### src/rtl/moesi_coherent_cache_controller_defines.svh
// Assertion macros shared by the cache controller RTL.
`ifndef MOESI_COHERENT_CACHE_CONTROLLER_DEFINES_SVH
`define MOESI_COHERENT_CACHE_CONTROLLER_DEFINES_SVH

// Same-cycle implication, clocked on clk, off while arst_n is low.
`define MCC_ASSERT_NOW(lbl, ante, cons, msg) \
	lbl: assert property (@(posedge clk) disable iff (!arst_n) (ante) |-> (cons)) \
		else $error(msg);

// Next-cycle implication, clocked on clk, off while arst_n is low.
`define MCC_ASSERT_NEXT(lbl, ante, cons, msg) \
	lbl: assert property (@(posedge clk) disable iff (!arst_n) (ante) |=> (cons)) \
		else $error(msg);

`endif

### src/rtl/mcc_ram.sv
// Generic single-port-write, registered-read RAM.
module mcc_ram #(
	parameter int WIDTH = 8,
	parameter int DEPTH = 16
) (
	input  logic                     clk,
	input  logic                     we,
	input  logic [$clog2(DEPTH)-1:0] waddr,
	input  logic [WIDTH-1:0]         wdata,
	input  logic                     re,
	input  logic [$clog2(DEPTH)-1:0] raddr,
	output logic [WIDTH-1:0]         rdata
);

	logic [WIDTH-1:0] mem_q [DEPTH];

	always_ff @(posedge clk) begin
		if (we) begin
			mem_q[waddr] <= wdata;
		end
		if (re) begin
			rdata <= mem_q[raddr];
		end
	end

endmodule

### config.mk
export PLATFORM = sky130hd
export DESIGN_NAME = mcc_ram
export DESIGN_NICKNAME = d
export VERILOG_FILES = /design/src/rtl/moesi_coherent_cache_controller_defines.svh /design/src/rtl/mcc_ram.sv
export SDC_FILE = /design/constraint.sdc
export NUM_CORES = 1
export LEC_CHECK = 0
export ABC_AREA = 1
export BUFFER_PORTS_ARGS = -buffer_cell sky130_fd_sc_hd__buf_2
export CORE_AREA = 10 10 117 119
export DETAILED_ROUTE_END_ITERATION = 12
export DIE_AREA = 0 0 127 129
export MAX_ROUTING_LAYER = met4
export PLACE_DENSITY = 0.69
export SLEW_MARGIN = 5
export SYNTH_ARGS = -nofsm -noshare
export SYNTH_HDL_FRONTEND = slang
export SYNTH_SLANG_ARGS = --single-unit
### constraint.sdc
create_clock -name clk -period 1.45 [get_ports clk]
set_input_delay 0.29 -clock clk [delete_from_list [all_inputs] [get_ports clk]]
set_output_delay 0.29 -clock clk [all_outputs]
set_load 0.1 [all_outputs]
==> results of run 1 <==
==> cell usage in the layout, fill, tap and decap left out <==
cell type	n
sky130_fd_sc_hd__clkinv_4	1
sky130_fd_sc_hd__buf_4	32
sky130_fd_sc_hd__nor2_1	17
sky130_fd_sc_hd__clkinv_1	2
sky130_fd_sc_hd__clkinv_2	6
sky130_fd_sc_hd__nand3b_1	2
sky130_fd_sc_hd__bufinv_16	2
sky130_fd_sc_hd__buf_12	2
sky130_fd_sc_hd__clkbuf_16	17
sky130_fd_sc_hd__inv_1	100
sky130_fd_sc_hd__buf_2	18
sky130_fd_sc_hd__nand3_1	97
sky130_fd_sc_hd__clkinvlp_4	4
sky130_fd_sc_hd__edfxtp_1	136
sky130_fd_sc_hd__nand2_1	173
sky130_fd_sc_hd__inv_2	2
==> logic make-up (layout without fill, tap and decap cells) <==
family                 Yosys count  after routing  share of synthesized area
flip-flops                     136            136                     0.6985
AND/OR/NAND/NOR                289            289                     0.2076
buffers and inverters          126            186                    0.09394
==> how the worst max path moves through the flow <==
stage                     startpoint            to  slack [ns]  cells past startpoint
after floorplan             waddr[2]  mem_q[10][0]        0.21                      2
after global placement      raddr[1]      rdata[1]       -0.07                      6
after detailed placement    raddr[1]      rdata[1]       -0.09                      6
after CTS                   rdata[2]      rdata[2]        0.05                      1
after global routing        rdata[2]      rdata[2]        0.04                      1
final                       rdata[2]      rdata[2]        0.07                      1
==> flip-flops by register name, summed over array words and instances, names as in the netlist <==
register  flops
mem_q       128
rdata         8
==> stage by stage <==
stage               setup WS, ns  hold slack, ns  cells  total power [W]  area, µm²
finish                   0.07468          0.2436    754         0.009179       6792
global route             0.04113          0.2361    754         0.009491       6792
CTS                      0.04881          0.2229    754         0.009275       6792
detailed placement      -0.08936          0.6629    722         0.005215       6210
global placement        -0.06524          0.6605    722         0.005203       6210
floorplan                 0.2092          0.3889    551         0.004979       5847
==> routing by layer <==
layer	track usage	routed length [µm]	vias to the layer above
met5	-	0	-
met4	0.07033	275	0
met1	0.2131	5826	1789
li1	-	-	1874
met3	0.03819	691	22
met2	0.2552	6020	111
==> power by group <==
part / switching, W / total [W] / internal, W
combinational: 0.000512 / 0.000689 / 0.000177
clock: 0.00155 / 0.00404 / 0.00249
sequential: 0.0000230 / 0.00445 / 0.00443
total: 0.00208 / 0.00918 / 0.00710
==> area by class of cell <==
cell class | count | share of cell area
sequential | 136 | 0.6013
multi-input combinational | 289 | 0.1787
clock buffer | 17 | 0.06264
inverter | 102 | 0.05637
timing repair buffer | 52 | 0.05453
tap | 143 | 0.02634
clock inverter | 15 | 0.02008
==> results.toml, run 1 <==
[power_and_ir_drop]
powerDensity_nw_per_um2 = 1352
leakage_nw = 2.949
max-vdd-ir-drop_uv = 1019

[floorplan]
die-height_um = 129
coreArea_um2 = 11320
start_util = 0.5165
ios = 27
die_width_um = 127
fp.dieArea_um2 = 16380
num_rows = 39

[min_path]
worst_hold_path.endpoint = "rdata[5]"
timing.hold.worst_path_depth = 1
worstHoldPathType = "input pin to register"
hold_start = "re"

[cts]
cts.reportedPaths.clkPinSlew_ns = 0.06
post_cts_resize_count = 8
cts_made_buffers = 17
cts_post_setup_buffers_inserted = 0
cts.sink_count = 136
postCtsHoldBufs = 0
htreeDepth = 4
clk_latency_ns = 0.41
cts_tree = "done"
clockRootBuffer = "sky130_fd_sc_hd__clkbuf_16"
cts.path.max_buffers = 2

[global_route]
antenna_found_initial = 0
grt_start_max_net_pins = 52
first_global_vias = 3667
grt_usage = 0.1680
grt_overflow = 0
global_route_wire_length_before_repair_um = 20220

[run_status]
status = "finished, final reports clean"

[logic_synthesis]
portion_of_the_post_synthesis_area_used_by_sequential_elements = 0.6985
avgSynthCellArea_um2 = 10.61
postSynthNetCount = 570
yosysTopAreaCell = "sky130_fd_sc_hd__edfxtp_1"
synth-warning-count = 0
synth_area_um2 = 5847
dominantRegCellSynth = "sky130_fd_sc_hd__edfxtp_1"
netlist-cell-type-count = 11
synthCells = 551
postSynthRegisterBits = 136
yosys.cell_count.top_type = "sky130_fd_sc_hd__nand2_1"
synth.cells.most_frequent = "sky130_fd_sc_hd__nand2_1, sky130_fd_sc_hd__edfxtp_1, sky130_fd_sc_hd__inv_1, sky130_fd_sc_hd__nand3_1, sky130_fd_sc_hd__nor2_1"
synth_top_area_frac = 0.6985
proportion_of_synthesized_flip_flops_having_asynchronous_set_or_reset = 0
edff_count_synth = 136
synth.area.top_cells = "sky130_fd_sc_hd__edfxtp_1, sky130_fd_sc_hd__nand2_1, sky130_fd_sc_hd__nand3_1, sky130_fd_sc_hd__inv_1, sky130_fd_sc_hd__buf_6"

[final_layout]
register_area_um2 = 4084
antenna_cells = 0
nFillCells = 941
multiInputGateArea_um2 = 1214
finalNetCount = 617
proportion_of_layout_cells_with_a_drive_suffix_above_1 = 0.1375
final_core_util = 0.5999
area.growth.synth_to_final_pct = 16.16

[setup_path]
reg2reg_to = "rdata[6]"
timing.critical_path.required_ns = 1.16
worstPathMaxFanout = 1
setup.worst_path.class = "register to output pin"
reg2reg_setup_slack_ns = 0.27
r2r.worst_path.cells = 6
crit_path_start_kind = "register"
critical_path.max_stage_delay_ns = 0.37
cp.buffers_inverters = 1
critPathCaptureType = "output pin"
arrival_ns = 1.09
critical-path-top-delay-family = "flip-flops"
crit_path_max_delay_cell_type = "sky130_fd_sc_hd__edfxtp_1"
reg2reg_from = "mem_q[7][6]"
cp_cell_sequence = "buf_4"

[sta]
max_clock_freq_ghz = 0.7271
report.final.setup_viol = 0
min_period_ns = 1.375
skew_ns = 0.003042
grt_setup_unrepaired = "no"
finalHoldViolations = 0
max-slew-margin-rel = 0.5843
drv_slew = 0
fin_setup_tns_ns = 0
worst-slew-pin-transition_ns = 0.6227
final_min_period_over_clock_period = 0.9485

[routing]
dr.pass1.iters = 5
routed_wire_length_per_instance_um = 16.99
detail_route.iter0.violations = 392
detail_route.wirelength_um = 12810
drt-vias-per-instance = 5.034
route.antenna.remaining_nets = 0
post_route_drc_violation_count = 0
count_of_vias_placed_by_the_detailed_router = 3796

[job]
cap_viol_max_count = 0

[placed_design]
gp_congestion = 0.9044
place.port_buffers = 26
detailedPlacementHpwl_um = 8018
(Power assumes the default switching activity.)
==> run 2: changes to the inputs <==
CTS_BUF_LIST = sky130_fd_sc_hd__clkbuf_4 sky130_fd_sc_hd__clkbuf_8   (was not set)
SKIP_CTS_REPAIR_TIMING = 1   (was not set)
==> results.toml, run 2 (synthesis results as in run 1) <==
[final_layout]
area.growth.synth_to_final_pct = 12.95
top_flop_regs = "mem_q x128, rdata x8"
leading_cell_types_in_the_layout_fill_and_taps_excluded = "sky130_fd_sc_hd__nand2_1, sky130_fd_sc_hd__edfxtp_1, sky130_fd_sc_hd__inv_1"
final_core_util = 0.5833
mostFrequentLayoutCell = "sky130_fd_sc_hd__nand2_1"
fin_cells = 754
finalNetCount = 617
largest_register_ff_count = 128
largest_register = "mem_q"
stdcell_area_um2 = 6604
proportion_of_layout_cells_with_a_drive_suffix_above_1 = 0.1375
antenna_cells = 0

[setup_path]
worstPathMaxFanout = 1
r2r.worst_path.cells = 6
crit_path_start_kind = "register"
setup.worst_path.class = "register to output pin"
crit_path_max_delay_cell_type = "sky130_fd_sc_hd__edfxtp_1"
critical_path.max_stage_delay_ns = 0.36
cp.buffers_inverters = 1
reg2reg_to = "rdata[6]"
cp_cell_sequence = "buf_4"
reg2reg_from = "mem_q[7][6]"
timing.critical_path.required_ns = 1.16
critPathCaptureType = "output pin"
reg2reg_setup_slack_ns = 0.26
critical-path-top-delay-family = "flip-flops"
arrival_ns = 1.11

[cts]
cts.path.max_buffers = 2
htreeDepth = 4
cts.reportedPaths.clkPinSlew_ns = 0.07
cts.sink_count = 136
clk_latency_ns = 0.45
clockRootBuffer = "sky130_fd_sc_hd__clkbuf_8"
cts_made_buffers = 17
cts_tree = "done"

[placed_design]
place.port_buffers = 26
dpl.cell_count = 722
placed_cell_area_um2 = 6210
detailedPlacementHpwl_um = 8018
gp_congestion = 0.9044

[min_path]
worstHoldPathType = "input pin to register"
hold_start = "re"
timing.hold.worst_path_depth = 1
worst_hold_path.endpoint = "rdata[5]"

[global_route]
grt_overflow = 0
antenna_found_initial = 0
grt_usage = 0.1687
global_route_wire_length_before_repair_um = 20180
grt_start_max_net_pins = 52
first_global_vias = 3701

[routing]
detail_route.wirelength_um = 12780
dr.pass1.iters = 6
routed_wire_length_per_instance_um = 16.95
detail_route.iter0.violations = 456
route.antenna.remaining_nets = 0
drt-vias-per-instance = 5.094
count_of_vias_placed_by_the_detailed_router = 3841
post_route_drc_violation_count = 0

[floorplan]
die_width_um = 127
ios = 27
start_util = 0.5165
die-height_um = 129
fp.dieArea_um2 = 16380
num_rows = 39
coreArea_um2 = 11320

[sta]
min_period_ns = 1.396
max-slew-margin-rel = 0.5985
report.final.setup_viol = 0
skew_ns = 0.006249
max_clock_freq_ghz = 0.7164
finalHoldViolations = 0
final_min_period_over_clock_period = 0.9626
worst-slew-pin-transition_ns = 0.6014
fin_worst_hold_slack_ns = 0.2005
grt_setup_unrepaired = "no"
drv_slew = 0

[power_and_ir_drop]
max-vdd-ir-drop_uv = 861.1
powerDensity_nw_per_um2 = 1220
leakage_nw = 2.863

[run_status]
status = "finished, final reports clean"

[job]
cap_viol_max_count = 0
-- run 2: cell type report --
class | count | area, µm²
clock inverter | 15 | 136.4
fill | 963 | 4717
sequential | 136 | 4084
clock buffer | 17 | 234.0
timing repair buffer | 52 | 374.1
tap | 143 | 178.9
multi-input combinational | 289 | 1214
inverter | 102 | 382.9
-- run 2: report_power, final --
part	total (W)	switching, W	internal (W)	leakage [nW]
sequential	0.00445	0.0000237	0.00442	1.24
clock	0.00292	0.00143	0.00149	0.182
combinational	0.000688	0.000511	0.000177	1.45
total	0.00806	0.00196	0.00609	2.86
-- run 2: metrics by stage --
step	setup slack [ns]	total power, W	TNS [ns]
after floorplan	0.2092	0.004979	0
after global placement	-0.06524	0.005203	-0.1966
after detailed placement	-0.08936	0.005215	-0.3553
after CTS	-0.1295	0.008101	-0.6806
after global routing	0.001023	0.008337	0
final	0.05417	0.008056	0
-- run 2: metal layers --
| metal | up-vias | GRT usage | wire (µm) |
|---|---|---|---|
| met5 | - | - | 0 |
| met1 | 1821 | 0.2083 | 5630 |
| li1 | 1869 | - | - |
| met3 | 26 | 0.04312 | 833 |
| met2 | 125 | 0.2570 | 6029 |
| met4 | 0 | 0.07636 | 290 |
-- run 2: how the worst max path moves through the flow --
| stage | slack, ns | to | startpoint | cells past startpoint |
|---|---|---|---|---|
| 2_1_floorplan | 0.21 | mem_q[10][0] | waddr[2] | 2 |
| 4_1_cts | -0.13 | rdata[2] | rdata[2] | 1 |
| 6_report | 0.05 | rdata[5] | rdata[5] | 1 |
| 3_3_place_gp | -0.07 | rdata[1] | raddr[1] | 6 |
| 5_1_grt | 0.001 | rdata[6] | rdata[6] | 1 |
| 3_5_place_dp | -0.09 | rdata[1] | raddr[1] | 6 |
